`src/design/ftws_pkg.sv`:
```
package ftws_pkg;

  localparam int unsigned HISTORY_DEPTH = 128;
  localparam logic [7:0] WIN_RESET = 8'd60;
  localparam int unsigned RANK_NUM = 99;
  localparam int unsigned RANK_DEN = 100;
  localparam int unsigned SUM_W = 32;

  typedef enum logic [3:0] {
    ST_IDLE, ST_HRD, ST_HWR, ST_DRD, ST_DEX, ST_IRD, ST_IEX, ST_IFIN,
    ST_SRD, ST_SWT, ST_ARD, ST_AEX, ST_DIV, ST_OUT
  } ctrl_state_t;

  typedef enum logic [3:0] {
    OP_NONE, OP_LOAD, OP_HRD, OP_HWR, OP_DRD, OP_DEX, OP_IRD, OP_IEX, OP_IFIN,
    OP_SRD, OP_SWT, OP_ARD, OP_AEX, OP_DIV, OP_OUT
  } dp_op_t;

  typedef struct packed {
    logic full;
    logic empty;
    logic del_last;
    logic ins_stop;
    logic ins_last;
    logic win_zero;
    logic sum_last;
    logic div_last;
  } dp_status_t;

endpackage

```
`src/design/ftws_ctrl.sv`:
```
module ftws_ctrl (
  input  logic                clk,
  input  logic                rst,
  input  logic                in_valid,
  output logic                in_ready,
  output logic                out_valid,
  input  logic                out_ready,
  input  ftws_pkg::dp_status_t st,
  output ftws_pkg::dp_op_t    op
);

  ftws_pkg::ctrl_state_t state, state_next;

  always_ff @(posedge clk) begin
    if (rst) begin
      state     <= ftws_pkg::ST_IDLE;
      out_valid <= 1'b0;
    end else begin
      state <= state_next;
      if (op == ftws_pkg::OP_OUT) begin
        out_valid <= 1'b1;
      end else if (out_ready) begin
        out_valid <= 1'b0;
      end
    end
  end

  assign in_ready = (state == ftws_pkg::ST_IDLE);

  always_comb begin
    state_next = state;
    op         = ftws_pkg::OP_NONE;
    case (state)
      ftws_pkg::ST_IDLE: begin
        if (in_valid) begin
          op         = ftws_pkg::OP_LOAD;
          state_next = ftws_pkg::ST_HRD;
        end
      end
      ftws_pkg::ST_HRD: begin
        op         = ftws_pkg::OP_HRD;
        state_next = ftws_pkg::ST_HWR;
      end
      ftws_pkg::ST_HWR: begin
        op = ftws_pkg::OP_HWR;
        if (st.full) begin
          state_next = ftws_pkg::ST_DRD;
        end else if (st.empty) begin
          state_next = ftws_pkg::ST_IFIN;
        end else begin
          state_next = ftws_pkg::ST_IRD;
        end
      end
      ftws_pkg::ST_DRD: begin
        op         = ftws_pkg::OP_DRD;
        state_next = ftws_pkg::ST_DEX;
      end
      ftws_pkg::ST_DEX: begin
        op         = ftws_pkg::OP_DEX;
        state_next = st.del_last ? ftws_pkg::ST_IRD : ftws_pkg::ST_DRD;
      end
      ftws_pkg::ST_IRD: begin
        op         = ftws_pkg::OP_IRD;
        state_next = ftws_pkg::ST_IEX;
      end
      ftws_pkg::ST_IEX: begin
        op = ftws_pkg::OP_IEX;
        if (st.ins_stop) begin
          state_next = ftws_pkg::ST_SRD;
        end else if (st.ins_last) begin
          state_next = ftws_pkg::ST_IFIN;
        end else begin
          state_next = ftws_pkg::ST_IRD;
        end
      end
      ftws_pkg::ST_IFIN: begin
        op         = ftws_pkg::OP_IFIN;
        state_next = ftws_pkg::ST_SRD;
      end
      ftws_pkg::ST_SRD: begin
        op         = ftws_pkg::OP_SRD;
        state_next = ftws_pkg::ST_SWT;
      end
      ftws_pkg::ST_SWT: begin
        op         = ftws_pkg::OP_SWT;
        state_next = st.win_zero ? ftws_pkg::ST_OUT : ftws_pkg::ST_ARD;
      end
      ftws_pkg::ST_ARD: begin
        op         = ftws_pkg::OP_ARD;
        state_next = ftws_pkg::ST_AEX;
      end
      ftws_pkg::ST_AEX: begin
        op         = ftws_pkg::OP_AEX;
        state_next = st.sum_last ? ftws_pkg::ST_DIV : ftws_pkg::ST_ARD;
      end
      ftws_pkg::ST_DIV: begin
        op = ftws_pkg::OP_DIV;
        if (st.div_last) begin
          state_next = ftws_pkg::ST_OUT;
        end
      end
      ftws_pkg::ST_OUT: begin
        if (!out_valid || out_ready) begin
          op         = ftws_pkg::OP_OUT;
          state_next = ftws_pkg::ST_IDLE;
        end
      end
      default: begin
        state_next = ftws_pkg::ST_IDLE;
      end
    endcase
  end

endmodule

```
`config.mk`:
```
export PLATFORM = sky130hd
export DESIGN_NAME = ftws_ctrl
export DESIGN_NICKNAME = d
export VERILOG_FILES = /design/src/design/ftws_pkg.sv /design/src/design/ftws_ctrl.sv
export SDC_FILE = /design/constraint.sdc
export NUM_CORES = 1
export LEC_CHECK = 0
export BUFFER_PORTS_ARGS = -buffer_cell sky130_fd_sc_hd__buf_4
export CAP_MARGIN = 20
export CELL_PAD_IN_SITES_DETAIL_PLACEMENT = 0
export CELL_PAD_IN_SITES_GLOBAL_PLACEMENT = 2
export CORE_ASPECT_RATIO = 0.8
export CORE_MARGIN = 8
export CORE_UTILIZATION = 24
export CTS_CLUSTER_DIAMETER = 60
export DETAILED_ROUTE_END_ITERATION = 10
export GPL_ROUTABILITY_DRIVEN = 0
export PLACE_DENSITY_LB_ADDON = 0.1
export SYNTH_ARGS = -nofsm -noshare
export SYNTH_HDL_FRONTEND = slang
export SYNTH_SLANG_ARGS = --single-unit
```
`constraint.sdc`:
```
create_clock -name clk -period 2 [get_ports clk]
set_clock_uncertainty 0.1 [all_clocks]
set_input_delay 0.2 -clock clk [delete_from_list [all_inputs] [get_ports clk]]
set_output_delay 0.2 -clock clk [all_outputs]
set_load 0.005 [all_outputs]
```
==> results of run 1 <==
==> worst paths after layout <==
| check | from | end | slack (ns) | cells past startpoint |
|---|---|---|---|---|
| hold / removal | rst | state[1] | 0.06 | 2 |
| setup reg to reg | state[1] | state[0] | 0.37 | 3 |
| setup / recovery | state[2] | op[2] | 0.20 | 4 |
| hold reg to reg | out_valid | out_valid | 0.50 | 2 |
==> cells by family after synthesis <==
logic type             count (synthesis)  synth area share (%)
AND/OR/NAND/NOR                       29                  33.6
AO/OA/AOI/OAI                         25                  35.3
buffers and inverters                 12                  12.0
flip-flops                             5                  19.2
==> registers in the layout, indices dropped and copies added, names as in the netlist <==
register,flops
out_valid,1
state,4
==> through the flow <==
step,std cells,hold slack (ns)
global route,111,0.0480
global placement,107,0.314
CTS,111,0.0549
finish,111,0.0626
detailed placement,107,0.315
floorplan,71,0.169
==> placed cells by master (no fill, tap or decap), types with 2 or more instances in the layout <==
master	instances
nand2b_1	2
nand2_1	7
o21a_1	2
nor4bb_1	2
dfxtp_1	5
o21ai_0	4
clkbuf_4	3
a21oi_1	3
o221ai_1	2
inv_1	4
or3_1	2
nor2_1	4
and3b_1	2
buf_4	19
nor4_1	3
==> report_power, final <==
part           leakage, nW  switching (W)  internal, W  total [W]
Clock               0.0150      0.0000414    0.0000754   0.000117
Combinational        0.209      0.0000564    0.0000757   0.000132
Sequential          0.0408      0.0000299     0.000108   0.000138
Total                0.265       0.000128     0.000259   0.000387
==> worst max-delay path, cell delays in order, from the launching register on <==
cell and delay [ns]:
dfxtp_1 0.67, nand2_1 0.22, o31ai_1 0.12, a21oi_1 0.10, buf_4 0.15
==> cell usage after synthesis (2+ instances only) <==
cell / instances / area, um^2
nand2_1: 7 / 26.3
dfxtp_1: 5 / 100
inv_1: 4 / 15.0
nor2_1: 4 / 15.0
o21ai_0: 4 / 20.0
a21oi_1: 3 / 15.0
clkbuf_1: 3 / 11.3
nor4_1: 3 / 18.8
and3b_1: 2 / 17.5
buf_2: 2 / 10.0
buf_6: 2 / 22.5
nand2b_1: 2 / 12.5
nor4bb_1: 2 / 20.0
o21a_1: 2 / 15.0
o221ai_1: 2 / 17.5
or3_1: 2 / 12.5
==> metal layers <==
layer / wire length, um / vias up / global-route usage, %
li1: - / 301 / -
met1: 749 / 283 / 9.81
met2: 785 / 12 / 14.2
met3: 124 / 2 / 4.42
met4: 15 / 0 / 2.62
met5: 0 / - / 0
==> cell type report <==
class                   instances  share of cell area (%)
multi-input cells              54                    53.2
repair buffers                 19                    21.2
flip-flops and latches          5                    14.8
well taps                      25                    4.64
clock buffers                   4                    3.90
inverters                       4                    2.23
==> flow_summary.json, run 1 <==
{
  "die_w_um": 68.1,
  "dr.first_iter.drc_count": 47,
  "drt-total-wl_um": 1680,
  "end_kind": "output pin",
  "period_minus_slack_ns": 1.80,
  "cts_tree": "built",
  "final_max_slew_viol_count": 0,
  "grt_max_degree": 19,
  "ys_seq_area_share_pct": 19.2,
  "timing.max_cap.violations": 0,
  "antenna_found_initial": 0,
  "start_kind": "flop",
  "postSynthNetCount": 83,
  "start_util_pct": 24.8,
  "path_clk_slew_ns": 0.04,
  "post_cts_buffers": 0,
  "cts_resized": 0,
  "cts.sinks": 5,
  "htreeDepth": 1,
  "multi_input_area_um2": 359,
  "critPathArrivalTime_ns": 1.50,
  "status": "completed",
  "period_share_pct": 90.1,
  "layout_setup_ws_ns": 0.198,
  "coreArea_um2": 2100,
  "port_buffers": 17,
  "drc_errors": 0,
  "wl_per_cell_um": 15.1,
  "fin_total_pwr_w": 0.000387,
  "drive_gt1_share_pct": 26.7,
  "syn_area_um2": 522,
  "worst_pin_slew_ns": 0.558,
  "nNetsFinal": 99,
  "rsz0062_at_grt": "false",
  "die-area_um2": 3930,
  "grt_pass1_wl_um": 2680,
  "seqCellArea_um2": 100,
  "hold_path.class": "primary input to flop",
  "path_max_fanout": 18,
  "async_flop_share_pct": 0,
  "grt_pass1_vias": 576,
  "timing.fmax_mhz": 555,
  "area_growth_syn_to_layout_pct": 29.3,
  "post-place-ws_ns": 0.366,
  "tns_ns": 0,
  "die_y_um": 57.7,
  "grt.total_usage_pct": 8.79,
  "synth_area_per_cell_um2": 7.35,
  "antenna_left": 0,
  "ys_ff_latch": 5,
  "first_pass_iters": 4,
  "irDropWorstVdd_mv": 0.283,
  "yosys_warnings": 0,
  "cts_buffers": 3,
  "synth_cell_types": 38,
  "power.leakage_nw": 0.265,
  "ctsLongestPathBuffers": 2,
  "synth_edf_count": 0,
  "num_vias": 598,
  "finalHoldViolCount": 0,
  "cts_hold_buf": 0,
  "setup_violations": 0,
  "relSlewSlack_pct": 62.7,
  "fillerInstances": 248,
  "num_rows": 15,
  "via_per_inst": 5.39,
  "postLayoutCoreUtil_pct": 32.1,
  "fin_area_um2": 674,
  "clock_latency_ns": 0.24,
  "powerDensity_nw_per_um2": 574,
  "critical_path_class": "flop to output pin",
  "clock-root-buffer": "clkbuf_4",
  "required_ns": 1.70,
  "ios": 18,
  "synthCells": 71,
  "diodes": 0,
  "grt.overflow.total": 0,
  "hpwl_um": 1280,
  "place_area_um2": 648,
  "synthFlopType": "dfxtp_1"
}
Note: power is estimated with default switching activity, not from simulation.
==> run 2, diff against run 1 <==
--- a/config.mk
+++ b/config.mk
@@ -5,7 +5,6 @@
 export SDC_FILE = /design/constraint.sdc
 export NUM_CORES = 1
 export LEC_CHECK = 0
-export BUFFER_PORTS_ARGS = -buffer_cell sky130_fd_sc_hd__buf_4
 export CAP_MARGIN = 20
 export CELL_PAD_IN_SITES_DETAIL_PLACEMENT = 0
 export CELL_PAD_IN_SITES_GLOBAL_PLACEMENT = 2
@@ -14,8 +13,10 @@
 export CORE_UTILIZATION = 24
 export CTS_CLUSTER_DIAMETER = 60
 export DETAILED_ROUTE_END_ITERATION = 10
+export DONT_BUFFER_PORTS = 1
 export GPL_ROUTABILITY_DRIVEN = 0
 export PLACE_DENSITY_LB_ADDON = 0.1
+export RECOVER_POWER = 25
 export SYNTH_ARGS = -nofsm -noshare
 export SYNTH_HDL_FRONTEND = slang
 export SYNTH_SLANG_ARGS = --single-unit
==> flow_summary.json, run 2 (synthesis gave the netlist of run 1 again) <==
{
  "status": "completed",
  "hpwl_um": 1240,
  "min_to": "state[3]",
  "clock-root-buffer": "clkbuf_4",
  "worst_pin_slew_ns": 0.597,
  "setup_violations": 0,
  "path_max_fanout": 19,
  "start_kind": "flop",
  "drt-total-wl_um": 1610,
  "r2r_slack_ns": 0.33,
  "wl_per_cell_um": 16.8,
  "first_pass_iters": 4,
  "layout_setup_ws_ns": 0.155,
  "final_common_cell": "nand2_1",
  "end_kind": "output pin",
  "cts_resized": 0,
  "finalHoldViolCount": 0,
  "coreArea_um2": 2100,
  "drc_errors": 0,
  "rsz0062_at_grt": "false",
  "grt.total_usage_pct": 8.25,
  "die_y_um": 57.7,
  "crit_path_max_incr_delay_ns": 0.69,
  "grt.overflow.total": 0,
  "place_area_um2": 528,
  "hold_depth": 2,
  "fin_area_um2": 564,
  "required_ns": 1.70,
  "hold_path.class": "primary input to flop",
  "timing.critical_path.buf_inv": 1,
  "grt_max_degree": 20,
  "irDropWorstVdd_mv": 0.139,
  "timing.max_cap.violations": 0,
  "timing.fmax_mhz": 542,
  "post-place-ws_ns": 0.340,
  "htreeDepth": 1,
  "largest_register_ffs": 4,
  "clock_latency_ns": 0.24,
  "port_buffers": 0,
  "ctsLongestPathBuffers": 2,
  "period_share_pct": 92.2,
  "final_max_slew_viol_count": 0,
  "fin_total_pwr_w": 0.000356,
  "powerDensity_nw_per_um2": 632,
  "largest_register": "state",
  "ios": 18,
  "grt_pass1_wl_um": 2430,
  "reg2reg_to": "state[1]",
  "cts_buffers": 3,
  "nNetsFinal": 84,
  "worstPathCellList": "inv_1 > o31ai_1 > a21oi_1",
  "relSlewSlack_pct": 60.2,
  "period_minus_slack_ns": 1.84,
  "area_growth_syn_to_layout_pct": 8.15,
  "drive_gt1_share_pct": 9.86,
  "critPathArrivalTime_ns": 1.54,
  "reg2regPathDepth": 3,
  "antenna_found_initial": 0,
  "path_clk_slew_ns": 0.05,
  "crit-reg2reg-launch": "state[3]",
  "start_util_pct": 24.8,
  "slowest_stage": "dfxtp_1",
  "reg_top3": "state (4), out_valid (1)",
  "power.leakage_nw": 0.190,
  "die-area_um2": 3930,
  "antenna_left": 0,
  "critical_path_class": "flop to output pin",
  "tns_ns": 0,
  "fillerInstances": 251,
  "die_w_um": 68.1,
  "num_vias": 545,
  "cts.sinks": 5,
  "grt_pass1_vias": 482,
  "dr.first_iter.drc_count": 29,
  "hold_slack_ns": 0.0235,
  "diodes": 0,
  "via_per_inst": 5.68,
  "final_cell_mix": "nand2_1, dfxtp_1, nor2_1, inv_1, o21ai_0",
  "min_from": "rst",
  "num_rows": 15,
  "cts_tree": "built",
  "path_delay_family": "flip-flops"
}
==> run 2: changes by cell type in the layout (fill, tap and decap cells not counted), sizes merged <==
cell and delta:
buf -16, dlygate4sd3 +1
==> run 2: stage by stage <==
step	utilization (%)	std cells
2_1_floorplan	-	71
3_3_place_gp	25.1	91
3_5_place_dp	25.1	91
4_1_cts	26.8	96
5_1_grt	26.8	96
6_report	26.8	96
==> run 2: worst max-delay path by stage <==
stage | from | cells after the start | endpoint
6_report | state[3] | 3 | op[2]
2_1_floorplan | state[3] | 4 | state[1]
3_5_place_dp | state[3] | 3 | state[1]
3_3_place_gp | state[3] | 3 | state[1]
4_1_cts | state[3] | 3 | op[2]
5_1_grt | state[3] | 3 | op[2]
==> run 2: power by group <==
part / switching, W / internal, W / leakage, nW
sequential: 0.0000241 / 0.000108 / 0.0408
clock: 0.0000417 / 0.0000755 / 0.0150
combinational: 0.0000538 / 0.0000534 / 0.134
total: 0.000120 / 0.000237 / 0.190
==> run 2: repair_timing <==
item | in CTS | in global routing
hold buffers | 1 | 0
buffers inserted | 0 | 0
endpoints found under the hold margin | 3 | 0
==> run 2: final cells by class <==
type	count	area, um^2	share of cell area, %
clock buffer	4	26.3	4.66
inverter	4	15.0	2.66
multi-input combinational	54	359	63.6
sequential	5	100	17.7
timing repair buffer	4	32.5	5.76
tap	25	31.3	5.54
==> run 2: metal layers <==
layer	global-route usage [%]	wire (um)	vias to the layer above
met4	3.50	15	0
met3	3.46	122	2
met5	0	0	-
met1	9.39	716	253
li1	-	-	271
met2	13.1	755	19
==> run 3, diff against run 2 <==
--- a/config.mk
+++ b/config.mk
@@ -10,7 +10,7 @@
 export CELL_PAD_IN_SITES_GLOBAL_PLACEMENT = 2
 export CORE_ASPECT_RATIO = 0.8
 export CORE_MARGIN = 8
-export CORE_UTILIZATION = 24
+export CORE_UTILIZATION = 31
 export CTS_CLUSTER_DIAMETER = 60
 export DETAILED_ROUTE_END_ITERATION = 10
 export DONT_BUFFER_PORTS = 1
==> flow_summary.json, run 3 (synthesis gave the netlist of run 1 again) <==
{
  "ctsLongestPathBuffers": 2,
  "dr.first_iter.drc_count": 25,
  "coreArea_um2": 1610,
  "reg2reg_to": "state[3]",
  "cts_buffers": 3,
  "hold_slack_ns": 0.0210,
  "largest_register_ffs": 4,
  "die_y_um": 52.7,
  "crit-reg2reg-launch": "state[1]",
  "cts.sinks": 5,
  "drive_gt1_share_pct": 11.3,
  "hold_path.class": "primary input to flop",
  "nNetsFinal": 84,
  "finalHoldViolCount": 0,
  "clock-root-buffer": "clkbuf_4",
  "via_per_inst": 5.78,
  "ios": 18,
  "r2r_slack_ns": 0.37,
  "wl_per_cell_um": 16.6,
  "grt_max_degree": 20,
  "final_max_slew_viol_count": 0,
  "path_max_fanout": 9,
  "tns_ns": 0,
  "worst_pin_slew_ns": 0.557,
  "timing.max_cap.violations": 0,
  "critPathArrivalTime_ns": 1.46,
  "period_share_pct": 88.0,
  "required_ns": 1.70,
  "reg_top3": "state (4), out_valid (1)",
  "final_cell_mix": "nand2_1, nor2_1, inv_1, o21ai_0, dfxtp_1",
  "largest_register": "state",
  "relSlewSlack_pct": 62.8,
  "num_rows": 13,
  "htreeDepth": 1,
  "grt_pass1_vias": 543,
  "hold_depth": 2,
  "hpwl_um": 1160,
  "num_vias": 538,
  "power.leakage_nw": 0.191,
  "grt.overflow.total": 0,
  "rsz0062_at_grt": "false",
  "first_pass_iters": 4,
  "clock_latency_ns": 0.25,
  "start_kind": "flop",
  "min_from": "rst",
  "start_util_pct": 32.4,
  "port_buffers": 0,
  "powerDensity_nw_per_um2": 641,
  "grt_pass1_wl_um": 2730,
  "path_clk_slew_ns": 0.05,
  "status": "completed",
  "drt-total-wl_um": 1550,
  "drc_errors": 0,
  "end_kind": "output pin",
  "final_common_cell": "nand2_1",
  "critical_path_class": "flop to output pin",
  "die_w_um": 61.9,
  "grt.total_usage_pct": 11.3,
  "min_to": "state[3]",
  "die-area_um2": 3260,
  "period_minus_slack_ns": 1.76,
  "reg2regPathDepth": 3,
  "setup_violations": 0,
  "timing.fmax_mhz": 568,
  "antenna_left": 0,
  "antenna_found_initial": 0,
  "irDropWorstVdd_mv": 0.217,
  "area_growth_syn_to_layout_pct": 7.67,
  "cts_tree": "built",
  "diodes": 0
}
==> run 3: cell counts in the layout (fill, tap and decap cells not counted) <==
No cell type changed its count.
==> run 3: what timing repair did <==
| item | in CTS | in global routing |
|---|---|---|
| hold endpoints to repair | 3 | 0 |
| hold buffers | 1 | 0 |
| gates resized for setup | 0 | 1 |
| setup buffers | 0 | 0 |
| endpoints found under the setup margin | 0 | 1 |
==> run 3: metrics by stage <==
stage / instances / cell area [um^2] / setup slack [ns] / total power, W / utilization, %
2_1_floorplan: 71 / 522 / 0.562 / 0.000215 / -
3_3_place_gp: 88 / 524 / 0.350 / 0.000240 / 32.6
3_5_place_dp: 88 / 524 / 0.365 / 0.000240 / 32.6
4_1_cts: 93 / 561 / 0.149 / 0.000367 / 34.8
5_1_grt: 93 / 562 / 0.111 / 0.000400 / 34.9
6_report: 93 / 562 / 0.240 / 0.000360 / 34.9
==> run 3: critical path, cell delays in order (launching register included) <==
cell and delay [ns]:
dfxtp_1 0.48, buf_4 0.22, and3b_1 0.24, o21ai_0 0.10, o2bb2ai_1 0.18
==> run 3: how the worst max path moves through the flow <==
| stage | startpoint | endpoint | slack [ns] | depth (start not counted) |
|---|---|---|---|---|
| 3_5_place_dp | state[3] | state[1] | 0.37 | 3 |
| 2_1_floorplan | state[3] | state[1] | 0.56 | 4 |
| 3_3_place_gp | state[3] | state[1] | 0.35 | 3 |
| 4_1_cts | state[3] | op[2] | 0.15 | 3 |
| 6_report | state[0] | op[3] | 0.24 | 4 |
| 5_1_grt | state[0] | op[3] | 0.11 | 4 |
==> run 3: layout make-up <==
type,instances,area (um^2)
flip-flops and latches,5,101
repair buffers,4,32.5
inverters,4,15.0
multi-input cells,54,359
fillers,185,1050
clock buffers,4,26.3
well taps,22,27.5
==> run 3: layer usage <==
| metal | vias to the layer above | global-route usage [%] | routed length (um) |
|---|---|---|---|
| li1 | 270 | - | - |
| met1 | 249 | 13.4 | 665 |
| met2 | 16 | 16.5 | 741 |
| met3 | 3 | 5.88 | 132 |
| met4 | 0 | 4.53 | 7 |
| met5 | - | 0 | 0 |
==> run 3: report_power, final <==
part           switching, W  total, W  internal (W)
clock             0.0000462  0.000122     0.0000757
sequential        0.0000280  0.000136      0.000108
combinational     0.0000485  0.000102     0.0000536
